### src/rtl/a2r_pkg.sv
// Shared types, constants and lookup functions for the arabic to roman emitter.
// No dependencies; imported by a2r_cmp_sub, arabic_to_roman_emitter and the testbench files.
package a2r_pkg;

	localparam int ARABIC_W      = 12;
	localparam int CHAR_W        = 8;
	localparam int DIGIT_W       = 4;
	localparam int TOTAL_W       = 5;
	localparam int LEN_W         = 3;
	localparam int MAX_RESULTS   = 15;
	localparam int MAX_THOUSANDS = 3;

	localparam logic [CHAR_W-1:0] CH_NONE = 8'h00;
	localparam logic [CHAR_W-1:0] CH_I    = 8'h49;
	localparam logic [CHAR_W-1:0] CH_V    = 8'h56;
	localparam logic [CHAR_W-1:0] CH_X    = 8'h58;
	localparam logic [CHAR_W-1:0] CH_L    = 8'h4C;
	localparam logic [CHAR_W-1:0] CH_C    = 8'h43;
	localparam logic [CHAR_W-1:0] CH_D    = 8'h44;
	localparam logic [CHAR_W-1:0] CH_M    = 8'h4D;

	// decimal place being split off, or digit group being emitted
	typedef enum logic [1:0] {
		GRP_TH,
		GRP_HU,
		GRP_TE,
		GRP_UN
	} grp_t;

	// symbol of a digit pattern: one, five or ten of the place
	typedef enum logic [1:0] {
		SEL_ONE,
		SEL_FIVE,
		SEL_TEN
	} sel_t;

	typedef struct packed {
		logic                ge;
		logic [ARABIC_W-1:0] diff;
	} sub_res_t;

	function automatic logic [ARABIC_W-1:0] place_weight(input grp_t g);
		logic [ARABIC_W-1:0] w;
		case (g)
			GRP_TH:  w = ARABIC_W'(1000);
			GRP_HU:  w = ARABIC_W'(100);
			GRP_TE:  w = ARABIC_W'(10);
			default: w = ARABIC_W'(1);
		endcase
		return w;
	endfunction

	function automatic logic [LEN_W-1:0] digit_len(input logic [DIGIT_W-1:0] d);
		logic [LEN_W-1:0] n;
		case (d)
			4'd1, 4'd5: n = 3'd1;
			4'd2, 4'd4, 4'd6, 4'd9: n = 3'd2;
			4'd3, 4'd7: n = 3'd3;
			4'd8: n = 3'd4;
			default: n = 3'd0;
		endcase
		return n;
	endfunction

	function automatic sel_t digit_pat(input logic [DIGIT_W-1:0] d, input logic [1:0] i);
		sel_t s;
		case (d)
			4'd4:    s = (i == 2'd1) ? SEL_FIVE : SEL_ONE;
			4'd9:    s = (i == 2'd1) ? SEL_TEN : SEL_ONE;
			4'd5, 4'd6, 4'd7, 4'd8: s = (i == 2'd0) ? SEL_FIVE : SEL_ONE;
			default: s = SEL_ONE;
		endcase
		return s;
	endfunction

	function automatic logic [CHAR_W-1:0] numeral_char(input grp_t g, input sel_t s);
		logic [CHAR_W-1:0] c;
		case (g)
			GRP_HU:  c = (s == SEL_ONE) ? CH_C : ((s == SEL_FIVE) ? CH_D : CH_M);
			GRP_TE:  c = (s == SEL_ONE) ? CH_X : ((s == SEL_FIVE) ? CH_L : CH_C);
			GRP_UN:  c = (s == SEL_ONE) ? CH_I : ((s == SEL_FIVE) ? CH_V : CH_X);
			default: c = CH_M;
		endcase
		return c;
	endfunction

endpackage

### src/rtl/a2r_cmp_sub.sv
// Shared compare and subtract unit used to split the value into decimal places.
// Depends on a2r_pkg.
module a2r_cmp_sub
	import a2r_pkg::*;
(
	input  logic [ARABIC_W-1:0] rem,
	input  logic [ARABIC_W-1:0] weight,
	output sub_res_t            res
);

	logic [ARABIC_W:0] diff_ext;

	// borrow out of the extended subtraction means rem < weight
	assign diff_ext = {1'b0, rem} - {1'b0, weight};
	assign res.ge   = ~diff_ext[ARABIC_W];
	assign res.diff = diff_ext[ARABIC_W-1:0];

endmodule

### src/rtl/arabic_to_roman_emitter.sv
// Top level: integer to roman numeral emitter, one ASCII character per output word.
// Depends on a2r_pkg and a2r_cmp_sub.
//
//  channel  | handshake                   | payload
//  ---------+-----------------------------+-----------------------------------------
//  arabic   | arabic_valid / arabic_ready | arabic_value[11:0]
//  roman    | roman_valid  / roman_ready  | roman_char[7:0], last_char,
//           |                             | empty_result, out_of_range
//
// After a word is accepted, repeated subtraction of 1000, 100 and 10 in the shared compare
// and subtract unit splits it into decimal places; then one character is emitted per cycle
// while the output is free, with a skip step for each digit group ahead of the group that
// holds the last character. A flag word is emitted after the subtraction instead.
// arabic_ready is high only while the sequencer is idle; a finished word may still sit in
// the output register then. Output stalls hold the sequencer; reset empties the output.
module arabic_to_roman_emitter
	import a2r_pkg::*;
#(
	parameter int MAX_THOUSANDS_P = MAX_THOUSANDS
) (
	input  logic                clk,
	input  logic                arst_n,
	input  logic                arabic_valid,
	output logic                arabic_ready,
	input  logic [ARABIC_W-1:0] arabic_value,
	output logic                roman_valid,
	input  logic                roman_ready,
	output logic [CHAR_W-1:0]   roman_char,
	output logic                last_char,
	output logic                empty_result,
	output logic                out_of_range
);

	typedef enum logic [1:0] {
		ST_IDLE,
		ST_DIV,
		ST_EMIT,
		ST_FLAG
	} state_t;

	state_t               state_q;
	grp_t                 grp_q;
	logic [ARABIC_W-1:0]  rem_q;
	logic [DIGIT_W-1:0]   th_q;
	logic [DIGIT_W-1:0]   hu_q;
	logic [DIGIT_W-1:0]   te_q;
	logic [DIGIT_W-1:0]   un_q;
	logic [DIGIT_W-1:0]   idx_q;
	logic [TOTAL_W-1:0]   left_q;
	logic                 flag_oor_q;
	logic                 out_valid_q;
	logic [CHAR_W-1:0]    out_char_q;
	logic                 out_last_q;
	logic                 out_empty_q;
	logic                 out_oor_q;

	sub_res_t             sub_res;
	logic [DIGIT_W-1:0]   un_d;
	logic [TOTAL_W-1:0]   total_d;
	logic                 oor_d;
	logic [DIGIT_W-1:0]   cur_d;
	logic [DIGIT_W-1:0]   cur_len;
	logic [CHAR_W-1:0]    cur_char;
	logic                 out_free;
	logic                 out_load;

	a2r_cmp_sub u_cmp_sub (
		.rem    (rem_q),
		.weight (place_weight(grp_q)),
		.res    (sub_res)
	);

	// units digit is what remains once tens are stripped
	assign un_d    = rem_q[DIGIT_W-1:0];
	assign total_d = TOTAL_W'(th_q) + TOTAL_W'(digit_len(hu_q)) + TOTAL_W'(digit_len(te_q))
		+ TOTAL_W'(digit_len(un_d));
	assign oor_d   = (th_q > DIGIT_W'(MAX_THOUSANDS_P)) || (total_d > TOTAL_W'(MAX_RESULTS));

	always_comb begin
		case (grp_q)
			GRP_HU:  cur_d = hu_q;
			GRP_TE:  cur_d = te_q;
			GRP_UN:  cur_d = un_q;
			default: cur_d = th_q;
		endcase
	end

	assign cur_len  = (grp_q == GRP_TH) ? th_q : DIGIT_W'(digit_len(cur_d));
	assign cur_char = (grp_q == GRP_TH) ? CH_M : numeral_char(grp_q, digit_pat(cur_d, idx_q[1:0]));
	assign out_free = ~out_valid_q | roman_ready;
	assign out_load = out_free && ((state_q == ST_EMIT && idx_q < cur_len) || state_q == ST_FLAG);

	assign arabic_ready = (state_q == ST_IDLE);
	assign roman_valid  = out_valid_q;
	assign roman_char   = out_char_q;
	assign last_char    = out_last_q;
	assign empty_result = out_empty_q;
	assign out_of_range = out_oor_q;

	always_ff @(posedge clk or negedge arst_n) begin
		if (!arst_n) begin
			state_q     <= ST_IDLE;
			grp_q       <= GRP_TH;
			rem_q       <= '0;
			th_q        <= '0;
			hu_q        <= '0;
			te_q        <= '0;
			un_q        <= '0;
			idx_q       <= '0;
			left_q      <= '0;
			flag_oor_q  <= 1'b0;
			out_valid_q <= 1'b0;
			out_char_q  <= CH_NONE;
			out_last_q  <= 1'b0;
			out_empty_q <= 1'b0;
			out_oor_q   <= 1'b0;
		end else begin
			// load a new output word, or drop the current one once taken
			if (out_load) begin
				out_valid_q <= 1'b1;
			end else if (roman_ready) begin
				out_valid_q <= 1'b0;
			end
			case (state_q)
				ST_IDLE: begin
					if (arabic_valid) begin
						rem_q   <= arabic_value;
						th_q    <= '0;
						hu_q    <= '0;
						te_q    <= '0;
						grp_q   <= GRP_TH;
						state_q <= ST_DIV;
					end
				end
				ST_DIV: begin
					if (sub_res.ge) begin
						rem_q <= sub_res.diff;
						case (grp_q)
							GRP_TH:  th_q <= th_q + 1'b1;
							GRP_HU:  hu_q <= hu_q + 1'b1;
							default: te_q <= te_q + 1'b1;
						endcase
					end else if (grp_q == GRP_TE) begin
						un_q   <= un_d;
						grp_q  <= GRP_TH;
						idx_q  <= '0;
						left_q <= total_d;
						if (total_d == '0 || oor_d) begin
							flag_oor_q <= (total_d != '0);
							state_q    <= ST_FLAG;
						end else begin
							state_q <= ST_EMIT;
						end
					end else begin
						grp_q <= grp_t'(grp_q + 1'b1);
					end
				end
				ST_EMIT: begin
					if (idx_q >= cur_len) begin
						// skip to the next digit group
						grp_q <= grp_t'(grp_q + 1'b1);
						idx_q <= '0;
					end else if (out_free) begin
						out_char_q  <= cur_char;
						out_last_q  <= (left_q == TOTAL_W'(1));
						out_empty_q <= 1'b0;
						out_oor_q   <= 1'b0;
						idx_q       <= idx_q + 1'b1;
						left_q      <= left_q - 1'b1;
						if (left_q == TOTAL_W'(1)) begin
							state_q <= ST_IDLE;
						end
					end
				end
				ST_FLAG: begin
					if (out_free) begin
						out_char_q  <= CH_NONE;
						out_last_q  <= 1'b1;
						out_empty_q <= ~flag_oor_q;
						out_oor_q   <= flag_oor_q;
						state_q     <= ST_IDLE;
					end
				end
				default: state_q <= ST_IDLE;
			endcase
		end
	end

	a_flag_word: assert property (@(posedge clk) disable iff (!arst_n)
		out_valid_q && (out_empty_q || out_oor_q) |-> out_char_q == CH_NONE && out_last_q)
		else $error("flag word carries a character or is not last");

	a_flag_excl: assert property (@(posedge clk) disable iff (!arst_n)
		out_valid_q |-> !(out_empty_q && out_oor_q))
		else $error("empty and out of range both set");

	a_emit_left: assert property (@(posedge clk) disable iff (!arst_n)
		state_q == ST_EMIT |-> left_q != '0)
		else $error("emitting with no characters left");

	a_rem_hu: assert property (@(posedge clk) disable iff (!arst_n)
		state_q == ST_DIV && grp_q == GRP_HU |-> rem_q < ARABIC_W'(1000))
		else $error("remainder not below 1000 while splitting hundreds");

	a_rem_te: assert property (@(posedge clk) disable iff (!arst_n)
		state_q == ST_DIV && grp_q == GRP_TE |-> rem_q < ARABIC_W'(100))
		else $error("remainder not below 100 while splitting tens");

	a_busy: assert property (@(posedge clk) disable iff (!arst_n)
		arabic_valid && arabic_ready |=> !arabic_ready)
		else $error("accepted a second word without conversion");

endmodule

### config.mk
export PLATFORM = sky130hd
export DESIGN_NAME = arabic_to_roman_emitter
export DESIGN_NICKNAME = d
export VERILOG_FILES = /design/src/rtl/a2r_pkg.sv /design/src/rtl/a2r_cmp_sub.sv /design/src/rtl/arabic_to_roman_emitter.sv
export SDC_FILE = /design/constraint.sdc
export NUM_CORES = 1
export LEC_CHECK = 0
export BUFFER_PORTS_ARGS = -buffer_cell sky130_fd_sc_hd__buf_2
export CORE_UTILIZATION = 35
export CTS_BUF_LIST = sky130_fd_sc_hd__clkbuf_2
export DETAILED_ROUTE_END_ITERATION = 6
export MAX_ROUTING_LAYER = met4
export SKIP_LAST_GASP = 1
export SYNTH_ARGS = -nofsm -noshare
export SYNTH_HDL_FRONTEND = slang
export SYNTH_HIERARCHICAL = 1
export SYNTH_SLANG_ARGS = --single-unit
### constraint.sdc
create_clock -name clk -period 10.6 [get_ports clk]
set_input_delay 2.12 -clock clk [delete_from_list [all_inputs] [get_ports clk]]
set_output_delay 2.12 -clock clk [all_outputs]
set_load 0.03 [all_outputs]
== Word level (Yosys, flattened, before mapping) ==
Memory sizes are Yosys's and may differ from the RTL's.
Index checks and enable logic that the tools add are counted.
Widths: inputs -> output; s select.
Cells by class
  add/subtract/negate cells: 10
  $lt $le $gt $ge: 4
  eq/ne operators: 28
  muxes and demuxes: 68
  bitwise gates (word level): 3
  reduce and logical (&&, ||, !) cells: 29
Operator list (number)
  $mux 4: 16
  $mux 8: 4
  $pmux 4 s2: 4
  $mux 5: 6
  $pmux 10 s3: 1
  $reduce_and 4->1: 7
  $mux 12: 2
  $mux 2: 12
  $pmux 12 s2: 1
  $add 4x1->4 const B: 4
  $eq 4x3->1 const B: 4
  $ne 2x2->1 const B: 8
  $pmux 8 s2: 1
  $pmux 5 s3: 1
  $sub 12x10->13: 1
  $mux 1: 12
  $pmux 2 s3: 2
  $pmux 4 s3: 1
  $add 5x3->5: 2
  $pmux 5 s2: 1
  $eq 2x1->1 const B: 4
  $eq 2x2->1 const B: 4
  $eq 4x4->1 const B: 2
  $logic_not 2->1: 4
  other kinds (25): 38
Storage, ports and cells
  bits in registers: 54
  ROM bits: 192
  bits of input ports: 16
  logic and storage cells: 161
  memories: 4
Memory list
  (no name shown): depth 16, bits a word 3, rd ports 1, clocked after memory_dff 0, wr ports 0, RTL line a2r_pkg.sv:55  | case (d)
  (no name shown): depth 16, bits a word 3, rd ports 1, clocked after memory_dff 0, wr ports 0, RTL line a2r_pkg.sv:55
  (no name shown): depth 16, bits a word 3, rd ports 1, clocked after memory_dff 0, wr ports 0, RTL line a2r_pkg.sv:55
  (no name shown): depth 16, bits a word 3, rd ports 1, clocked after memory_dff 0, wr ports 0, RTL line a2r_pkg.sv:55

== Longest topological paths before layout ==
Gate-level depths: netlist (run 1).
  word-level depth: 13
  gate-level depth with buffers: 19
  depth with buffers taken out: 17

== Modules after synthesis ==
Netlist (run 1), hierarchy kept.
By module, submodules not included
  arabic_to_roman_emitter: times used 1, cells each 414, area each 3718.6 um^2, sequential area each 1301.2 um^2
  a2r_cmp_sub: times used 1, cells each 91, area each 676.9 um^2, sequential area each 0.0 um^2

== Least setup slack after synthesis (run 1) ==
OpenSTA, ideal clock, no wires.
  path kind: register to register
  from: register hu_q[1]
  to: register state_q[0]
  setup time: 0.134 ns
  arrival time: 3.328 ns
  setup slack: 7.137 ns
  cell stages (with the launch flop): 14
  path buffers: 0
  period minus slack after synthesis: 3.463 ns
  cell sequence: dfrtp_1 > inv_1 > ha_1 > mux2i_1 > o21ai_0 > fa_1 > fa_1 > ha_1 > fa_1 > xor2_1 > nor4_1 > or4_1 > a21oi_1 > mux2i_1
Between the ends
  longest elaborated chain between the ends: 11
  elaborated cells between the ends (all ways): 18
RTL lines
  start, declared: RTL line arabic_to_roman_emitter.sv:45  | logic [DIGIT_W-1:0] hu_q;
  start signal, assigned: RTL line arabic_to_roman_emitter.sv:140  | GRP_HU: hu_q <= hu_q + 1'b1;
  $mem_v2 16x3
  $add 4x3->5: RTL line arabic_to_roman_emitter.sv:75  | assign total_d = TOTAL_W'(th_q) + TOTAL_W'(digit_len(hu_q)) + TOTAL_W'(digit_len(te_q))
  $add 5x3->5: RTL line arabic_to_roman_emitter.sv:75
  $add 5x3->5: RTL line arabic_to_roman_emitter.sv:76  | + TOTAL_W'(digit_len(un_d));
  $gt 5x4->1: RTL line arabic_to_roman_emitter.sv:77  | assign oor_d = (th_q > DIGIT_W'(MAX_THOUSANDS_P)) || (total_d > TOTAL_W'(MAX_RESULTS));
  $logic_or 1x1->1: RTL line arabic_to_roman_emitter.sv:77
  $logic_or 1x1->1: RTL line arabic_to_roman_emitter.sv:148  | if (total_d == '0 || oor_d) begin
  $mux 1: RTL line arabic_to_roman_emitter.sv:148
  $mux 2: RTL line arabic_to_roman_emitter.sv:143  | end else if (grp_q == GRP_TE) begin
  $mux 2: RTL line arabic_to_roman_emitter.sv:136  | if (sub_res.ge) begin
  $pmux 2 s4: RTL line arabic_to_roman_emitter.sv:124  | case (state_q)
  end signal, assigned: RTL line arabic_to_roman_emitter.sv:132  | state_q <= ST_DIV;
  end signal, assigned: RTL line arabic_to_roman_emitter.sv:150  | state_q <= ST_FLAG;
  end signal, assigned: RTL line arabic_to_roman_emitter.sv:152  | state_q <= ST_EMIT;
  end, declared: RTL line arabic_to_roman_emitter.sv:41  | state_t state_q;
Parallel ways exist; a longest one is shown, timed or not. The select of a mux whose other input is x is not followed.
A chain may end at the register's enable or synchronous reset.

== Worst setup path in the final report (run 1) ==
  from: register grp_q[0]
  to: register idx_q[0]
Between the ends
  longest elaborated chain between the ends: 7
  elaborated cells between the ends (all ways): 16
RTL lines
  start, declared: RTL line arabic_to_roman_emitter.sv:42  | grp_t grp_q;
  start signal, assigned: RTL line arabic_to_roman_emitter.sv:155  | grp_q <= grp_t'(grp_q + 1'b1);
  start signal, assigned: RTL line arabic_to_roman_emitter.sv:161  | grp_q <= grp_t'(grp_q + 1'b1);
  $eq 2x2->1, or another cell as far along: RTL line arabic_to_roman_emitter.sv:80  | case (grp_q)
  $pmux 4 s3: RTL line arabic_to_roman_emitter.sv:80
  $mem_v2 16x3
  $mux 4: RTL line arabic_to_roman_emitter.sv:88  | assign cur_len = (grp_q == GRP_TH) ? th_q : DIGIT_W'(digit_len(cur_d));
  $ge 4x4->1: RTL line arabic_to_roman_emitter.sv:159  | if (idx_q >= cur_len) begin
  $ne 3x2->1 (no source line) / $mux 4 (equally long branches)
  $reduce_and 4->1 (no source line) / $pmux 4 s2 (equally long branches)
  end signal, assigned: RTL line arabic_to_roman_emitter.sv:168  | idx_q <= idx_q + 1'b1;
  end, declared: RTL line arabic_to_roman_emitter.sv:48  | logic [DIGIT_W-1:0] idx_q;
Parallel ways exist; a longest one is shown, timed or not.

==> results.ini, run 1 <==
[outcome]
outcome=complete, no violations

[yosys]
largest_family_of_logic_cells_by_synthesized_area=compound AO/OA/AOI/OAI gates
synth_cell_type_count=70
cell_area_after_technology_mapping_um2=4400
synth_seq_cells=52
synth-simple-area-share_pct=18.1
syn_avg_cell_area_um2=8.70
synthMostInstantiatedCell=sky130_fd_sc_hd__nand2_1
postSynthCellCount=505
synthFlopType=sky130_fd_sc_hd__dfrtp_1
post-synth-top-area-cell=sky130_fd_sc_hd__dfrtp_1
synth.cells.most_frequent=60 x sky130_fd_sc_hd__nand2_1, 52 x sky130_fd_sc_hd__dfrtp_1, 46 x sky130_fd_sc_hd__ha_1, 46 x sky130_fd_sc_hd__o21ai_0, 44 x sky130_fd_sc_hd__inv_1
synth_edf_count=0
synth_adder_area_share_pct=16.3
synth_seq_area_share_pct=29.6
synth_xor_xnor_area_share_pct=1.79
synth_compound_area_share_pct=21.4
synth_top_cell_area_share_pct=29.6
ys.warnings.count=6
synthTopCellsByArea=sky130_fd_sc_hd__dfrtp_1 30%, sky130_fd_sc_hd__ha_1 13%, sky130_fd_sc_hd__o21ai_0 5.2%
async_flop_share_pct=100
synthMuxAreaShare_pct=6.06

[grt]
grt_pass1_wl_mm=17.9
grt-ovfl-total=0
largest_net_degree_at_the_start_of_global_routing=53
via_count_of_the_first_global_routing_pass=3679
number_of_antenna_violations_at_the_first_check_in_global_routing=0
grt.total_usage_pct=17.6

[cts]
number_of_setup_buffers_added_after_cts=0
clock_latency_ns=0.47
cts-htree-levels=2
cts_resized=0
clk_root_buffer_cell=sky130_fd_sc_hd__clkbuf_2
cts.clk_slew.worst_paths_ns=0.28
tritoncts.num_buffers=5
tritoncts=yes
cts.hold.buffers_added=0
numClockSinks=52
ctsLongestPathBuffers=2

[finish]
finalNetCount=589
area.growth.synth_to_final_pct=6.46
num_antenna_cells=0
drive_above_1_share_pct=11.0
area_taken_by_flip_flops_and_latches_um2=1300
number_of_fillers_in_the_final_layout=1276
fin_util_pct=38.6
post_layout_nonfiller_instances=688
area_of_the_multi_input_gates_um2=2820

[critical_path]
startpoint_type=flop
critical_path_peak_fanout=26
worst-endpoint-arrival_ns=5.01
timing.critical_path.required_ns=11.04
end_kind=flop
criticalPathCategory=reg2reg

[timing]
finalClockSkew_ns=0.0266
timing.setup.tns_ns=0
fin_crit_ns=4.56
slew_viol_final=0
final.period_utilization_pct=43.0
maxSlewHeadroom_pct=36.2
grt_setup_unrepaired=false
tightestPinTransition_ns=0.932
maxClockFrequency_mhz=219
finalSetupViolations=0
final_hold_viol_count=0

[routing]
ant_nets_after_route=0
drt-vias-per-instance=5.36
avgRoutedWirePerCell_um=14.9
detailroute.via_count=3690
drt_iter0_drcs=156
postRouteWirelength_mm=10.3
drc=0
firstDrtPassIters=4

[placed_design]
port-buffer-count=26
gp_congestion=0.959
placed_cells=681
detailedPlacementHpwl_mm=7.75

[die]
fp.dieH_um=114
core_region_area_um2=12100
floorplan.die_area_um2=13000
fp-row-count=40
num_io_pins=29
chipWidth_um=114
initial_utilization_pct=36.3

[pwr]
power.ir.vdd_worst_v=0.000143
power.density_nw_per_um2=323
static-leakage-power_nw=2.22

[job]
cap_violations=0

[hold_path]
holdCritPathClass=reg2reg

[power breakdown]
part | internal, mW | switching [mW] | leakage (nW)
Combinational | 0.424 | 0.654 | 1.53
Sequential | 0.273 | 0.0819 | 0.670
Clock | 0.0157 | 0.0645 | 0.0288
[final cells by class]
type	instances	area share (%)
multi-input combinational	388	60.2
sequential	52	27.8
tap	168	4.49
inverter	44	3.53
timing repair buffer	29	3.26
clock buffer	6	0.642
clock inverter	1	0.107
[critical path, cell delays in order (launching register included)]
cell	delay, ns
sky130_fd_sc_hd__dfrtp_1	0.50
sky130_fd_sc_hd__inv_1	0.17
sky130_fd_sc_hd__ha_1	0.78
sky130_fd_sc_hd__inv_1	0.33
sky130_fd_sc_hd__nand2_1	0.17
sky130_fd_sc_hd__inv_1	0.06
sky130_fd_sc_hd__ha_1	0.35
sky130_fd_sc_hd__o21a_1	0.21
sky130_fd_sc_hd__o31a_4	0.12
sky130_fd_sc_hd__nor3_4	0.13
sky130_fd_sc_hd__o211ai_1	0.11
sky130_fd_sc_hd__a31o_1	0.27
sky130_fd_sc_hd__o21ai_0	0.33
sky130_fd_sc_hd__and2_1	0.47
sky130_fd_sc_hd__nand2_1	0.19
sky130_fd_sc_hd__nor2_1	0.18
sky130_fd_sc_hd__mux2_2	0.17
[state kept, by name, summed over array words and instances (netlist names), 2 cells and up]
signal / count
rem_q: 12
th_q: 4
state_q: 2
un_q: 4
grp_q: 2
idx_q: 4
te_q: 4
roman_char: 6
hu_q: 4
left_q: 5
[final timing paths]
path                               start             to  slack (ns)  depth (start not counted)
min in group asynchronous         arst_n   empty_result        1.72                          2
setup / recovery                grp_q[0]       idx_q[0]        6.04                         16
setup reg to reg                grp_q[0]       idx_q[0]        6.04                         16
hold / removal             roman_char[6]  roman_char[6]        0.52                          2
hold reg to reg            roman_char[6]  roman_char[6]        0.52                          2
max in group asynchronous         arst_n        un_q[2]        8.41                          2
[metrics by stage]
stage / power, mW / instance area [um^2] / worst slack [ns] / hold slack (ns)
after global placement: 1.41 / 4640 / 6.24 / 0.470
final: 1.51 / 4680 / 6.04 / 0.516
after global routing: 1.67 / 4680 / 5.65 / 0.555
after floorplan: 1.19 / 4410 / 7.14 / 0.450
after detailed placement: 1.43 / 4640 / 6.07 / 0.470
after CTS: 1.52 / 4680 / 6.06 / 0.522
[per-layer routing]
metal	wire length [um]	up-vias	global-route usage [%]	share of wire, %
li1	-	1818	-	-
met1	4950	1782	23.0	48
met2	4820	74	28.8	47
met3	338	16	2.44	3.3
met4	163	0	4.50	1.6
met5	0	-	-	0
[cells in the final DEF (no fill, tap or decap), drive strengths merged, types with 3 or more instances in the layout]
master | synthesis | routed
a21o | 11 | 11
a21oi | 25 | 25
a22o | 10 | 10
a32oi | 3 | 3
and2 | 4 | 4
buf | 11 | 29
clkbuf | 14 | 6
conb | 1 | 5
dfrtp | 52 | 52
fa | 7 | 7
ha | 46 | 46
inv | 44 | 44
mux2 | 5 | 5
mux2i | 21 | 21
nand2 | 60 | 60
nand2b | 6 | 6
nand3 | 18 | 18
nand3b | 4 | 4
nand4 | 12 | 12
nor2 | 21 | 21
nor2b | 8 | 8
nor3 | 8 | 8
nor4 | 3 | 3
o211ai | 3 | 3
o21a | 3 | 3
o21ai | 50 | 50
o221ai | 3 | 3
o22ai | 8 | 8
or2 | 3 | 3
xnor2 | 5 | 5
xor2 | 4 | 4
[cell families after synthesis]
logic type      count (synthesis)
other cells                     1
flops                          52
fa+ha+maj                      53
buf+inv                        69
simple gates                  154
mux                            26
xor+xnor                        9
compound gates                141
No activity file was read; power rests on OpenSTA's default activity.
==> run 2: changes to the inputs <==
ABC_AREA = 1   (was unset)
clock period = 4.6 ns   (was 10.6 ns; I/O delays follow)
==> run 2 against run 1 <==
Against the previous run:
- via count increased by 5.6%
- sequential share of layout area decreased by 0.37 points
- count of clock-buffer cells in the layout decreased by 1
- hold slack got worse by 0.17 ns
- area after synthesis decreased by 0.14%
- critical path type unchanged
- largest cell class unchanged
- die area decreased by 0.14%
==> results.ini, run 2 <==
[critical_path]
end_kind=flop
criticalPathCategory=reg2reg
ff2ff_setup_slack_ns=0.74  ; -5.30 ns
startpoint_type=flop
worst-endpoint-arrival_ns=4.29  ; -0.72 ns
timing.critical_path.required_ns=5.03  ; -6.01 ns
critical_path_peak_fanout=17  ; -35%

[routing]
detailroute.via_count=3898  ; +5.6%
firstDrtPassIters=5  ; +1
postRouteWirelength_mm=10.6  ; +3.4%
drt-vias-per-instance=4.84  ; -9.7%
avgRoutedWirePerCell_um=13.2  ; -12%
drc=0  ; unchanged
drt_iter0_drcs=248  ; +59%
ant_nets_after_route=0  ; unchanged

[die]
floorplan.die_area_um2=13000  ; -0.14%
initial_utilization_pct=36.2  ; -0.052 points
fp.dieH_um=114  ; about the same
core_region_area_um2=12100  ; unchanged
chipWidth_um=114  ; about the same
fp-row-count=40  ; unchanged
num_io_pins=29  ; unchanged

[cts]
number_of_setup_buffers_added_after_cts=0  ; unchanged
cts_resized=0  ; unchanged
clock_latency_ns=0.50  ; +0.03 ns
clk_root_buffer_cell=sky130_fd_sc_hd__clkbuf_2
numClockSinks=52  ; unchanged
cts.clk_slew.worst_paths_ns=0.28  ; about the same
tritoncts=yes
ctsLongestPathBuffers=2  ; unchanged
cts-htree-levels=2  ; unchanged
tritoncts.num_buffers=5  ; unchanged
cts.hold.buffers_added=0  ; unchanged

[yosys]
synth.cells.most_frequent=167 x sky130_fd_sc_hd__nand2_1, 88 x sky130_fd_sc_hd__inv_1, 57 x sky130_fd_sc_hd__nor2_1
ys.warnings.count=6  ; unchanged
synthTopCellsByArea=sky130_fd_sc_hd__dfrtp_1 30%, sky130_fd_sc_hd__nand2_1 14%, sky130_fd_sc_hd__ha_1 13%
synth_seq_area_share_pct=29.6  ; +0.042 points
syn_avg_cell_area_um2=7.20  ; -17%
cell_area_after_technology_mapping_um2=4390  ; -0.14%
postSynthCellCount=610  ; +21%
synth_cell_type_count=42  ; -40%
synth_top_cell_area_share_pct=29.6  ; +0.042 points
synth_seq_cells=52  ; unchanged
async_flop_share_pct=100  ; unchanged
synthMostInstantiatedCell=sky130_fd_sc_hd__nand2_1
post-synth-top-area-cell=sky130_fd_sc_hd__dfrtp_1
synth_edf_count=0  ; unchanged
synthFlopType=sky130_fd_sc_hd__dfrtp_1

[finish]
layout.cells.most_common=sky130_fd_sc_hd__nand2_1
number_of_fillers_in_the_final_layout=1293  ; +1.3%
drive_above_1_share_pct=10.0  ; -0.91 points
area.growth.synth_to_final_pct=8.04
finalNetCount=705  ; +20%
largest_register_ffs=12  ; unchanged
largest-register=rem_q
top_library_cells_by_usage_in_the_layout_fill_and_taps_aside=167 x sky130_fd_sc_hd__nand2_1, 88 x sky130_fd_sc_hd__inv_1, 57 x sky130_fd_sc_hd__nor2_1
area_of_the_multi_input_gates_um2=2670  ; -5.2%
area_taken_by_flip_flops_and_latches_um2=1300  ; unchanged
num_antenna_cells=0  ; unchanged

[outcome]
outcome=complete, no violations

[timing]
slew_viol_final=0  ; unchanged
maxSlewHeadroom_pct=61.1  ; +25 points
fin_crit_ns=3.86  ; -0.698 ns
maxClockFrequency_mhz=259  ; +18%
final.period_utilization_pct=84.0  ; +41 points
grt_setup_unrepaired=false
tightestPinTransition_ns=0.584  ; -0.348 ns
final_hold_viol_count=0  ; unchanged
timing.setup.tns_ns=0  ; unchanged
finalSetupViolations=0  ; unchanged
finalClockSkew_ns=0.0415  ; +0.0149 ns

[placed_design]
detailedPlacementHpwl_mm=8.30  ; +7.1%
gp_congestion=0.881  ; -8.2%
port-buffer-count=26  ; unchanged

[grt]
grt_pass1_wl_mm=18.2  ; +1.5%
grt.total_usage_pct=18.3  ; +0.72 points
number_of_antenna_violations_at_the_first_check_in_global_routing=0  ; unchanged
largest_net_degree_at_the_start_of_global_routing=31  ; -42%
grt-ovfl-total=0  ; unchanged
via_count_of_the_first_global_routing_pass=3826  ; +4.0%

[job]
cap_violations=0  ; unchanged

[hold_path]
holdCritPathClass=in2async

## run 2: cell types whose count changed after synthesis, moves of 11 or more
| cell | delta |
|---|---|
| sky130_fd_sc_hd__nand3_1 | +19 |
| sky130_fd_sc_hd__o21ai_0 | -13 |
| sky130_fd_sc_hd__mux2i_1 | -21 |
| sky130_fd_sc_hd__a31oi_1 | +13 |
| sky130_fd_sc_hd__nor2_1 | +36 |
| sky130_fd_sc_hd__nand2_1 | +107 |
| sky130_fd_sc_hd__inv_1 | +44 |
| sky130_fd_sc_hd__a21o_1 | -11 |
## run 2: cell type report
class,instances,share of cell area (%)
clock buffer,5,0.528
clock inverter,3,0.792
inverter,92,7.34
multi-input combinational,456,56.3
sequential,52,27.4
tap,168,4.43
timing repair buffer,29,3.22
## run 2: worst max-delay path: stages (launching register included)
cell and delay [ns]:
sky130_fd_sc_hd__dfrtp_1 0.51, sky130_fd_sc_hd__inv_1 0.17, sky130_fd_sc_hd__ha_1 0.56, sky130_fd_sc_hd__inv_4 0.17
sky130_fd_sc_hd__nand2_1 0.15, sky130_fd_sc_hd__inv_1 0.05, sky130_fd_sc_hd__ha_1 0.39, sky130_fd_sc_hd__nand2_1 0.11
sky130_fd_sc_hd__nand3_2 0.12, sky130_fd_sc_hd__nand2_1 0.08, sky130_fd_sc_hd__nand2_1 0.09, sky130_fd_sc_hd__nand2_1 0.05
sky130_fd_sc_hd__nand3_1 0.11, sky130_fd_sc_hd__nor2_1 0.10, sky130_fd_sc_hd__nor2_4 0.39, sky130_fd_sc_hd__o21ai_1 0.22
sky130_fd_sc_hd__nor4_1 0.26, sky130_fd_sc_hd__o21ai_0 0.12, sky130_fd_sc_hd__a21oi_1 0.13
## run 2: worst paths after layout
kind | to | startpoint | cells after the start
setup / recovery | te_q[3] | grp_q[0] | 18
hold / removal | last_char | arst_n | 1
setup reg to reg | te_q[3] | grp_q[0] | 18
hold reg to reg | roman_char[0] | roman_char[0] | 2
max in group asynchronous | th_q[1] | arst_n | 2
min in group clk | roman_char[0] | roman_char[0] | 2
## run 2: routing by layer
metal	wire length, um	track usage [%]
met1	5080	22.7
met2	5040	30.8
met3	329	2.71
met4	176	5.80
met5	0	-
## run 2: kinds of logic after synthesis
family	synth area share (%)
AOI/OAI and AO/OA	10.6
xor gates and xnor gates	2.20
adders and majority gates	16.3
buffers and inverters	9.92
DFF	29.6
muxes	0.257
other	0.0854
and+or+nand+nor	31.0
## run 2: per-stage QoR
| step | setup slack, ns | hold slack [ns] | area, um^2 | std cells | utilization [%] |
|---|---|---|---|---|---|
| finish | 0.736 | 0.345 | 4740 | 805 | 39.2 |
| global placement | 0.897 | 0.454 | 4680 | 797 | 38.6 |
| CTS | 0.705 | 0.325 | 4740 | 805 | 39.2 |
| detailed placement | 0.784 | 0.460 | 4680 | 797 | 38.6 |
| floorplan | 1.29 | 0.453 | 4400 | 614 | - |
| global route | 0.374 | 0.346 | 4740 | 805 | 39.2 |
Power of run 2 is left out: the tool's default activity adds up to more than one toggle a clock period on the data nets, which glitch-free logic cannot reach.
